==> config.mk <==
export PLATFORM = sky130hd
export DESIGN_NAME = elb_div
export DESIGN_NICKNAME = d
export VERILOG_FILES = /design/src/rtl/elb_pkg.sv /design/src/rtl/elb_div.sv
export SDC_FILE = /design/constraint.sdc
export NUM_CORES = 1
export LEC_CHECK = 0
export BUFFER_PORTS_ARGS = -buffer_cell sky130_fd_sc_hd__buf_2
export CAP_MARGIN = 0
export CORE_ASPECT_RATIO = 1.25
export CORE_UTILIZATION = 45
export CTS_BUF_LIST = sky130_fd_sc_hd__clkbuf_8
export DETAILED_ROUTE_END_ITERATION = 8
export RECOVER_POWER = 100
export SETUP_SLACK_MARGIN = 0.05
export SYNTH_ARGS = -nofsm -noshare
export SYNTH_HDL_FRONTEND = slang
export SYNTH_SLANG_ARGS = --single-unit
==> constraint.sdc <==
create_clock -name clk -period 10.3 [get_ports clk]
set_clock_uncertainty 0.2 [all_clocks]
set_input_delay 0.515 -clock clk [delete_from_list [all_inputs] [get_ports clk]]
set_output_delay 0.515 -clock clk [all_outputs]
set_load 0.01 [all_outputs]
==> src/rtl/elb_pkg.sv <==
// package: types, constants and q16.16 helpers for the electrolyte balance step
`default_nettype none
package elb_pkg;

	localparam int unsigned MaxSubstepsDefault = 16;
	localparam int unsigned CfgIdxW = 3;
	localparam int unsigned CfgDataW = 32;

	localparam logic signed [31:0] QOne = 32'sd65536;
	localparam logic signed [31:0] NaInit = 32'sd139591680;   // 2130.0
	localparam logic signed [31:0] KInit = 32'sd232652800;    // 3550.0
	localparam logic signed [31:0] WInit = 32'sd2621440;      // 40.0
	localparam logic signed [31:0] IInit = 32'sd1638400;      // 25.0
	localparam logic signed [31:0] K3000 = 32'sd196608000;    // 3000.0
	localparam logic signed [31:0] KDist = 32'sd611667;       // 9.3333

	typedef enum logic [CfgIdxW-1:0] {
		REG_NA_INTAKE  = 3'd0,
		REG_PLASMA     = 3'd1,
		REG_ALDO_GAIN  = 3'd2,
		REG_K_INTAKE   = 3'd3,
		REG_SHIFT_GAIN = 3'd4,
		REG_SUBSTEP    = 3'd5,
		REG_TOLERANCE  = 3'd6,
		REG_TIME_STEP  = 3'd7
	} cfg_reg_t;

	typedef struct packed {
		logic signed [31:0] appetite_factor;
		logic signed [31:0] sodium_output;
		logic signed [31:0] potassium_output;
		logic signed [31:0] water_intake;
		logic signed [31:0] urine_volume;
		logic signed [31:0] aldo_multiplier;
	} in_beat_t;

	typedef struct packed {
		logic signed [31:0] sodium_change;
		logic signed [31:0] sodium_total;
		logic signed [31:0] aldo_k_factor;
		logic signed [31:0] potassium_change;
		logic signed [31:0] potassium_total;
		logic signed [31:0] water_total;
		logic signed [31:0] k_extra;
		logic signed [31:0] k_intra;
		logic signed [31:0] extra_volume;
		logic signed [31:0] intra_volume;
		logic signed [31:0] sodium_conc;
		logic signed [31:0] potassium_conc;
	} out_beat_t;

	// divider request / response
	typedef struct packed {
		logic               start;
		logic signed [31:0] num;
		logic signed [31:0] den;
	} div_req_t;

	typedef struct packed {
		logic               done;
		logic signed [31:0] quo;
	} div_rsp_t;

	function automatic logic signed [31:0] sat33(input logic signed [32:0] x);
		if (x > 33'sd2147483647)
			return 32'sh7fffffff;
		else if (x < -33'sd2147483648)
			return 32'sh80000000;
		else
			return x[31:0];
	endfunction

	function automatic logic signed [31:0] qadd(input logic signed [31:0] a,
			input logic signed [31:0] b);
		return sat33(33'(a) + 33'(b));
	endfunction

	function automatic logic signed [31:0] qsub(input logic signed [31:0] a,
			input logic signed [31:0] b);
		return sat33(33'(a) - 33'(b));
	endfunction

	// product shifted down with floor, saturated
	function automatic logic signed [31:0] qscale(input logic signed [63:0] p);
		logic signed [47:0] s;
		s = p[63:16];
		if (s > 48'sd2147483647)
			return 32'sh7fffffff;
		else if (s < -48'sd2147483648)
			return 32'sh80000000;
		else
			return s[31:0];
	endfunction

endpackage
`default_nettype wire

==> src/rtl/elb_div.sv <==
// iterative q16.16 divider: (a<<16)/b, truncating, saturating
`default_nettype none
module elb_div
	import elb_pkg::*;
(
	input  wire logic     clk,
	input  wire logic     arst_n,
	input  div_req_t      req,
	output div_rsp_t      rsp
);
	localparam int unsigned NumW = 48;

	logic [NumW-1:0] rem_q;
	logic [NumW-1:0] quo_q;
	logic [31:0]     den_q;
	logic [5:0]      cnt_q;
	logic            busy_q;
	logic            neg_q;
	logic            zero_q;
	logic            nsign_q;
	logic            nzero_q;
	logic            done_q;
	logic signed [31:0] res_q;

	logic [NumW:0]   trial;
	logic [NumW-1:0] rem_sh;
	logic [NumW:0]   mag;

	assign rem_sh = {rem_q[NumW-2:0], quo_q[NumW-1]};
	assign trial = {1'b0, rem_sh} - {17'd0, den_q};
	assign mag = {1'b0, quo_q};

	always_ff @(posedge clk or negedge arst_n) begin
		if (!arst_n) begin
			busy_q <= 1'b0;
			done_q <= 1'b0;
			cnt_q <= '0;
		end else begin
			// done pulses the cycle after the last quotient bit
			done_q <= busy_q && (cnt_q == 6'd1);
			if (req.start) begin
				busy_q <= 1'b1;
				cnt_q <= 6'(NumW);
				rem_q <= '0;
				quo_q <= {(req.num[31] ? 32'(-33'(req.num)) : req.num), 16'd0};
				den_q <= req.den[31] ? 32'(-33'(req.den)) : req.den;
				neg_q <= req.num[31] ^ req.den[31];
				zero_q <= (req.den == '0);
				nsign_q <= req.num[31];
				nzero_q <= (req.num == '0);
			end else if (busy_q) begin
				if (!trial[NumW]) begin
					rem_q <= trial[NumW-1:0];
					quo_q <= {quo_q[NumW-2:0], 1'b1};
				end else begin
					rem_q <= rem_sh;
					quo_q <= {quo_q[NumW-2:0], 1'b0};
				end
				cnt_q <= cnt_q - 6'd1;
				if (cnt_q == 6'd1)
					busy_q <= 1'b0;
			end
		end
	end

	// final sign and saturation, from quotient after last shift, and zero-divisor result
	logic [NumW-1:0] qfin;
	logic signed [31:0] qres;
	always_comb begin
		qfin = quo_q;
		if (zero_q)
			qres = nzero_q ? 32'sd0 : (nsign_q ? 32'sh80000000 : 32'sh7fffffff);
		else if (!neg_q)
			qres = (qfin > 48'd2147483647) ? 32'sh7fffffff : qfin[31:0];
		else
			qres = (qfin > 48'd2147483648) ? 32'sh80000000 : 32'(-49'(mag));
	end

	assign res_q = qres;
	assign rsp.done = done_q;
	assign rsp.quo = res_q;
endmodule
`default_nettype wire

## Word-level counts from Yosys, hierarchy flattened

Cells that the tools add are included.

| operators by class | value |
|---|---|
| muxes and demuxes | 18 |
| add/subtract/negate cells | 5 |
| eq/ne operators | 1 |
| shifts and indexed selects | 0 |
| multipliers | 0 |
| $lt $le $gt $ge | 2 |
| divide/modulo/power cells | 0 |
| reductions and logical operators | 6 |
| bitwise operators | 1 |

Operator list:

| kind | number |
|---|---|
| $mux 32 | 7 |
| $mux 48 | 4 |
| $neg 32->32 | 3 |
| $logic_not 32->1 | 2 |
| $sub 48x32->49 | 1 |
| $gt 48x31->1 const B | 1 |
| $gt 48x32->1 const B | 1 |
| $mux 31 | 1 |
| $mux 6 | 2 |
| $eq 6x1->1 const B | 1 |
| $sub 6x1->6 const B | 1 |
| $mux 1 | 4 |
| $reduce_and 2->1 | 2 |
| $reduce_bool 2->1 | 1 |
| $logic_and 1x1->1 | 1 |
| $xor 1x1->1 | 1 |

| word-level totals | value |
|---|---|
| memories | 0 |
| output and inout bits | 33 |
| latch bits | 0 |
| bits in registers | 140 |
| logic and storage cells | 45 |
| RAM bits | 0 |
| memory bits (read-only) | 0 |
| input bits | 67 |

## Depth between registers and ports, before layout

Gate-level depths: netlist of run 1.

| logic depth | value |
|---|---|
| depth after elaboration | 4 |
| mapped depth | 13 |
| gate-level depth less buffers | 12 |

## Least setup slack after synthesis of run 1

Ideal clock, no wire load.

| timing | value |
|---|---|
| path type | reg-to-reg |
| start point | reg quo_q[47], in the netlist qfin[47] |
| end point | reg rem_q[39], data pin |
| data arrival time | 3.080 ns |
| path buffers | 0 |
| setup slack | 6.747 ns |
| library setup time | 0.273 ns |
| stages on the path, launching flop included | 13 |
| data required time | 9.827 ns |
| period minus slack after synthesis | 3.553 ns |
| cells stage by stage | edfxtp_1 inv_1 ha_1 fa_1 and2b_1 o2111ai_1 a211o_1 a211oi_2 nor3_4 or4_4 a2111oi_4 xnor2_1 a211oi_2 |

| between the ends | value |
|---|---|
| word-level cells in the longest chain between the ends | 3 |

RTL lines:

| item | RTL line | RTL |
|---|---|---|
| from (decl) | elb_div.sv:14 | `logic [NumW-1:0] quo_q;` |
| from (signal assigned) | elb_div.sv:45 | `quo_q <= {(req.num[31] ? 32'(-33'(req.num)) : req.num), 16'd0};` |
| from (signal assigned) | elb_div.sv:54 | `quo_q <= {quo_q[NumW-2:0], 1'b1};` |
| from (signal assigned) | elb_div.sv:57 | `quo_q <= {quo_q[NumW-2:0], 1'b0};` |
| $sub 48x32->49 | elb_div.sv:30 | `assign trial = {1'b0, rem_sh} - {17'd0, den_q};` |
| $mux 48 | elb_div.sv:52 | `if (!trial[NumW]) begin` |
| $mux 48 | elb_div.sv:51 | `end else if (busy_q) begin` |
| to (signal assigned) | elb_div.sv:53 | `rem_q <= trial[NumW-1:0];` |
| to (signal assigned) | elb_div.sv:56 | `rem_q <= rem_sh;` |
| to (decl) | elb_div.sv:13 | `logic [NumW-1:0] rem_q;` |

No other way between the ends.
A chain may end at the register's enable or synchronous reset.

==> flow_summary.json, run 1 <==
{
  "max-slew-margin-rel_pct": -134.3,
  "yosysTopAreaCellShare_pct": 36.99,
  "n_antenna_cell": 0,
  "min_path_type": "in2reg",
  "fillers": 2259,
  "clock_path_buffers": 2,
  "critPathLaunchType": "flip-flop",
  "syn_avg_cell_area_um2": 9.013,
  "synth_area_leaders": "edfxtp_1, xnor2_1, nor2_1",
  "fmax_mhz": 158.3,
  "cts_made_buffers": 17,
  "final_layout_size_suffix_gt1_share_pct": 9.355,
  "yosysTopAreaCell": "edfxtp_1",
  "gp_congestion": 0.9144,
  "finalHoldViolations": 0,
  "routedWlPerCell_um": 16.67,
  "endpoint_kind": "flip-flop",
  "synth_xor_area_share_pct": 8.894,
  "peakVddDrop_mv": 0.07518,
  "crit_path_end": "qfin[20]",
  "synthAdderAreaFrac_pct": 4.541,
  "crit_fanout": 76,
  "dp_hpwl_mm": 18.16,
  "netlist_area_mm2": 0.01064,
  "worstPathRequired_ps": 10410,
  "cts_root_buf": "clkbuf_8",
  "status": "finished with violations",
  "synth_top_flop_cell": "edfxtp_1",
  "grt_max_degree": 77,
  "violations": "max-capacitance violations, max-slew violations",
  "dp_cells": 1495,
  "initial_utilization_pct": 46.01,
  "area_growth_pct": 8.070,
  "fp.dieH_um": 173.9,
  "reg2reg_to": "qfin[20]",
  "grt_antenna_before_repair": 0,
  "synth_top_family_by_area": "compound AO/OA/AOI/OAI gates",
  "viasPerCell": 5.815,
  "dpl_cell_area_mm2": 0.01122,
  "dr.pass1.iters": 5,
  "dieArea_mm2": 0.02426,
  "drtIter0Drc": 563,
  "ios": 100,
  "clock_sinks": 139,
  "slew_viol_final": 361,
  "fin_ws_ps": 3983,
  "drcViolationCount": 0,
  "ctsResizeCount": 0,
  "internal-power_mw": 1.146,
  "fp.dieW_um": 139.5,
  "wirelength_mm": 25.48,
  "grt_pass1_wl_mm": 41.81,
  "crit_start": "busy_q",
  "ant_nets": 0,
  "switchingPower_mw": 0.6378,
  "leakage_nw": 4.210,
  "overflow": 0,
  "grt_usage_pct": 21.23,
  "post-route-min-period_ps": 6317,
  "min_period_over_period_pct": 61.33,
  "ys_types": 72,
  "first_global_vias": 8306,
  "arrival_ps": 6420,
  "synth_warnings": 0,
  "rows": 62,
  "core_mm2": 0.02312,
  "synth_edf_count": 131,
  "p_sw_share_pct": 35.76,
  "setup_viol": 0,
  "worst-slew-pin-transition_ps": 3514,
  "clk_pin_slew_ps": 90,
  "p_seq_share_pct": 42.5,
  "synth_fp_nets": 1285,
  "power_frac_clock_pct": 25.4,
  "dp_slack_ps": 5809,
  "syn_inst": 1180,
  "synth_compound_area_share_pct": 22.92,
  "fin_area_mm2": 0.01149,
  "worst-r2r-cell-count": 5,
  "finalCoreUtilization_pct": 49.72,
  "async_reset_ff_share_pct": 5.755,
  "maxCapViolCount": 9,
  "power.total_mw": 1.783,
  "nets": 1332,
  "port_buffers": 99,
  "pwr_density_cell_mw_per_mm2": 155.2,
  "worstReg2RegStart": "busy_q",
  "synth-simple-area-share_pct": 17.42,
  "yosysSeqAreaShare_pct": 38.87,
  "clk_latency_ps": 460,
  "dr_total_vias": 8885,
  "ys_ff_latch": 139,
  "cts_htree_levels": 4,
  "synthMuxAreaShare_pct": 2.271,
  "final_cells": 1528,
  "fin_tns_setup_ps": 0,
  "whs_ps": 155.0,
  "combPwrFrac_pct": 32.1,
  "crit_type": "reg2reg",
  "cts_tree": "yes",
  "ff2ff_setup_slack_ps": 3980,
  "rsz0062_at_grt": "false"
}
[cells in the mapped netlist, types with 3 or more instances]
| library cell | number |
|---|---|
| a21o_1 | 14 |
| o31ai_1 | 30 |
| dfrtp_1 | 8 |
| clkbuf_1 | 60 |
| nor2_1 | 130 |
| o21a_1 | 9 |
| a22o_1 | 31 |
| a31oi_1 | 10 |
| inv_1 | 54 |
| or3_1 | 16 |
| nor2b_1 | 6 |
| o21bai_1 | 7 |
| a211oi_1 | 43 |
| nand2b_1 | 13 |
| nor4_1 | 17 |
| buf_4 | 5 |
| o21ai_1 | 3 |
| a21oi_1 | 81 |
| o211ai_1 | 11 |
| a21boi_0 | 5 |
| xor2_1 | 23 |
| ha_1 | 37 |
| nand2_1 | 82 |
| xnor2_1 | 85 |
| buf_2 | 12 |
| or4_1 | 13 |
| o21ai_0 | 87 |
| nand4_1 | 14 |
| nor3_1 | 30 |
| o41ai_1 | 15 |
| or2_2 | 3 |
| edfxtp_1 | 131 |
| nor3b_1 | 5 |
| mux2i_1 | 23 |
| nand4b_1 | 4 |
| or4_4 | 4 |
| and2_1 | 5 |
| nand3_1 | 15 |
[worst min path at each step]
stage | from | endpoint | slack (ps) | cells past startpoint
2_1_floorplan | arst_n | busy_q | 20 | 0
3_3_place_gp | cnt_q[5] | cnt_q[5] | 310 | 2
3_5_place_dp | cnt_q[5] | cnt_q[5] | 310 | 2
4_1_cts | req[0] | den_q[0] | 100 | 1
5_1_grt | req[25] | den_q[25] | 140 | 2
6_report | req[17] | den_q[17] | 160 | 2
[layout make-up]
class,count,area [um2],area share (%)
Sequential cell,139,4134,35.97
Clock buffer,17,234.0,2.036
Multi-Input combinational cell,908,5918,51.49
Inverter,54,202.7,1.764
Timing Repair Buffer,107,491.7,4.278
Tap cell,288,360.3,3.135
Clock inverter,15,152.6,1.328
[power groups by stage]
stage          Combinational, mW  Sequential, mW  Clock, mW
2_1_floorplan              0.449           0.747          0
3_3_place_gp               0.568           0.768          0
3_5_place_dp               0.570           0.768          0
4_1_cts                    0.575           0.756      0.463
5_1_grt                    0.644           0.767      0.482
6_report                   0.573           0.758      0.453
[per-layer routing]
layer	wire, um	GRT usage (%)	vias to the layer above
li1	-	-	4489
met1	11700	27.43	4168
met2	12490	36.18	202
met3	832	3.260	26
met4	452	6.991	0
met5	0	0	-
[critical path: stages (launching register included)]
cell      delay [ps]
dfrtp_1         1180
clkbuf_1        2550
inv_1            590
nor2_2           220
clkbuf_1        1110
a22o_1           300
[registers in the layout (all words and copies together) (netlist names), 6 cells and up]
register,flops
qfin,48
rem_q,47
den_q,32
cnt_q,6
[cell usage in the layout (no fill, tap or decap), types with 13 or more instances in the layout]
cell type	netlist	layout
nor2_1	130	129
o31ai_1	30	30
or3_1	16	16
inv_1	54	54
xor2_1	23	23
xnor2_1	85	85
clkbuf_8	0	17
a21oi_1	81	82
ha_1	37	37
o41ai_1	15	15
or4_1	13	15
a21o_1	14	14
nor3_1	30	32
nor4_1	17	18
nand2b_1	13	13
a211oi_1	43	44
o21ai_0	87	87
clkbuf_1	60	41
nand3_1	15	15
mux2i_1	23	23
buf_2	12	64
nand2_1	82	82
edfxtp_1	131	131
nand4_1	14	14
a22o_1	31	31
[timing repair]
item	in CTS	in global routing
hold buffers	1	0
hold endpoints to repair	1	0
buffers inserted	0	0
[cells by family (layout without fill, tap and decap cells)]
kind of cell / after synthesis / count (layout)
simple gates: 372 / 372
mux: 24 / 24
fa+ha+maj: 38 / 38
compound gates: 366 / 366
buf+inv: 133 / 193
xor+xnor: 108 / 108
flops: 139 / 139
Note: power is estimated with default switching activity, not from simulation.
==> run 2: changes to the inputs <==
PLACE_DENSITY = 0.66   (was not set)
clock period = 5.2 ns   (was 10.3 ns; I/O delays follow)
==> flow_summary.json, run 2 (synthesis gave the netlist of run 1 again) <==
{
  "slew_viol_final": 178,
  "cts_made_buffers": 17,
  "power.total_mw": 3.529,
  "ff2ff_setup_slack_ps": 780,
  "drcViolationCount": 0,
  "crit_fanout": 22,
  "peakVddDrop_mv": 0.1603,
  "dr_total_vias": 9178,
  "min_path_type": "in2reg",
  "mostFrequentLayoutCells": "edfxtp_1, nor2_1, o21ai_0",
  "multi_input_area_mm2": 0.005927,
  "max_stage_delay_ps": 590,
  "clock_sinks": 139,
  "cts_tree": "yes",
  "grt_usage_pct": 21.83,
  "fillers": 2185,
  "overflow": 0,
  "clk_latency_ps": 460,
  "maxCapViolCount": 3,
  "final_common_cell": "edfxtp_1",
  "viasPerCell": 5.850,
  "path_buf_inv": 1,
  "initial_utilization_pct": 46.01,
  "worstPathRequired_ps": 4740,
  "min_to": "qfin[22]",
  "dr.pass1.iters": 5,
  "crit_type": "reg2out",
  "grt_max_degree": 76,
  "drtIter0Drc": 588,
  "reg2reg_to": "rem_q[39]",
  "arrival_ps": 4090,
  "fmax_mhz": 220.0,
  "cts_root_buf": "clkbuf_8",
  "fp.dieW_um": 139.5,
  "min_from": "req[38]",
  "cp_top_family": "simple AND/OR/NAND/NOR gates",
  "worstReg2RegStart": "qfin[47]",
  "regArea_mm2": 0.004134,
  "path_cells": "or4_4 -> or4_4 -> nor3_4 -> nand2_1 -> a21oi_2 -> nand2_2 -> o31ai_1 -> a21oi_1 -> o21ai_0 -> clkbuf_1",
  "rows": 62,
  "area_growth_pct": 11.98,
  "grt_antenna_before_repair": 0,
  "gp_congestion": 0.9322,
  "clk_pin_slew_ps": 100,
  "worst-slew-pin-transition_ps": 3997,
  "core_mm2": 0.02312,
  "wirelength_mm": 26.13,
  "leakage_nw": 4.402,
  "endpoint_kind": "output port",
  "finalHoldViolations": 0,
  "violations": "max-capacitance violations, max-slew violations",
  "status": "finished with violations",
  "min_period_over_period_pct": 87.41,
  "rsz0062_at_grt": "false",
  "clock_path_buffers": 2,
  "fin_tns_setup_ps": 0,
  "critPathLaunchType": "flip-flop",
  "postCtsSetupRepairBufs": 0,
  "nets": 1373,
  "final_layout_size_suffix_gt1_share_pct": 9.446,
  "worst-r2r-cell-count": 12,
  "dieArea_mm2": 0.02426,
  "n_antenna_cell": 0,
  "largest_reg_flops": 48,
  "worstHoldPathCells": 3,
  "whs_ps": 28.54,
  "grt_pass1_wl_mm": 42.93,
  "pwr_density_cell_mw_per_mm2": 296.3,
  "crit_slowest_cell": "or4_4",
  "max-slew-margin-rel_pct": -166.5,
  "dp_hpwl_mm": 18.25,
  "crit_top_cell": "or4_4",
  "first_global_vias": 8699,
  "fp.dieH_um": 173.9,
  "routedWlPerCell_um": 16.65,
  "setup_viol": 0,
  "cts_htree_levels": 4,
  "ant_nets": 0,
  "port_buffers": 99,
  "ios": 100,
  "post-route-min-period_ps": 4545
}
run 2: cell types whose count changed in the layout (fill, tap and decap cells not counted), sizes merged:
cell and delta:
dlygate4sd3 +41, inv +3, buf -1, clkbuf +1, clkinv -1, clkinvlp -1, bufinv -1
run 2: per-stage QoR:
step | cell area, um2 | util (%) | worst slack, ps | cells
after floorplan | 10640 | - | 1647 | 1180
after global placement | 11220 | 48.52 | 1061 | 1495
after detailed placement | 11220 | 48.52 | 949.8 | 1495
after CTS | 12010 | 51.97 | 423.7 | 1569
after global routing | 11910 | 51.52 | 235.6 | 1569
final | 11910 | 51.52 | 654.6 | 1569
run 2: power breakdown:
part / switching (mW) / internal, mW / total (mW) / leakage, nW
Sequential: 0.112 / 1.39 / 1.50 / 1.39
Clock: 0.509 / 0.357 / 0.867 / 0.190
Combinational: 0.657 / 0.505 / 1.16 / 2.82
Total: 1.28 / 2.25 / 3.53 / 4.40
run 2: layout make-up:
cell class	count	share of cell area [%]
sequential	139	34.71
multi-input combinational	908	49.77
inverter	54	1.702
timing repair buffer	148	7.617
clock buffer	17	1.965
clock inverter	15	1.208
tap	288	3.026
run 2: worst max-delay path by stage:
stage                     startpoint        end  slack [ps]  cells after the start
after floorplan             qfin[47]  rem_q[39]        1650                     12
after global placement      qfin[10]    rsp[10]        1060                     10
after detailed placement    qfin[10]    rsp[10]         950                     10
after CTS                   qfin[10]     rsp[6]         420                     10
after global routing        qfin[26]    rsp[10]         240                     10
final                       qfin[10]    rsp[10]         650                     10
run 2: worst register-to-register path: stages, from the launching register on:
cell       delay (ps)
edfxtp_1          410
inv_1              60
ha_1              210
fa_1              390
and2b_1           240
o2111ai_1         170
a211o_1           390
a211oi_1          440
nor3_4            200
or4_1             520
a2111oi_0         570
xnor2_1           200
a211oi_2           80
run 2: timing repair:
item / CTS / global route
hold endpoints to repair: 50 / 0
hold buffers: 42 / 0
resized for setup: 0 / 1
endpoints found under the setup margin: 0 / 1
run 2: metal layers:
layer / up-vias / part of all wire (%) / global-route usage, % / wire length (um)
met4: 0 / 1.9 / 8.241 / 497
met2: 214 / 51 / 38.78 / 13320
met3: 35 / 3.1 / 2.403 / 799
met1: 4355 / 44 / 27.06 / 11510
met5: - / 0 / 0 / 0
li1: 4574 / - / - / -
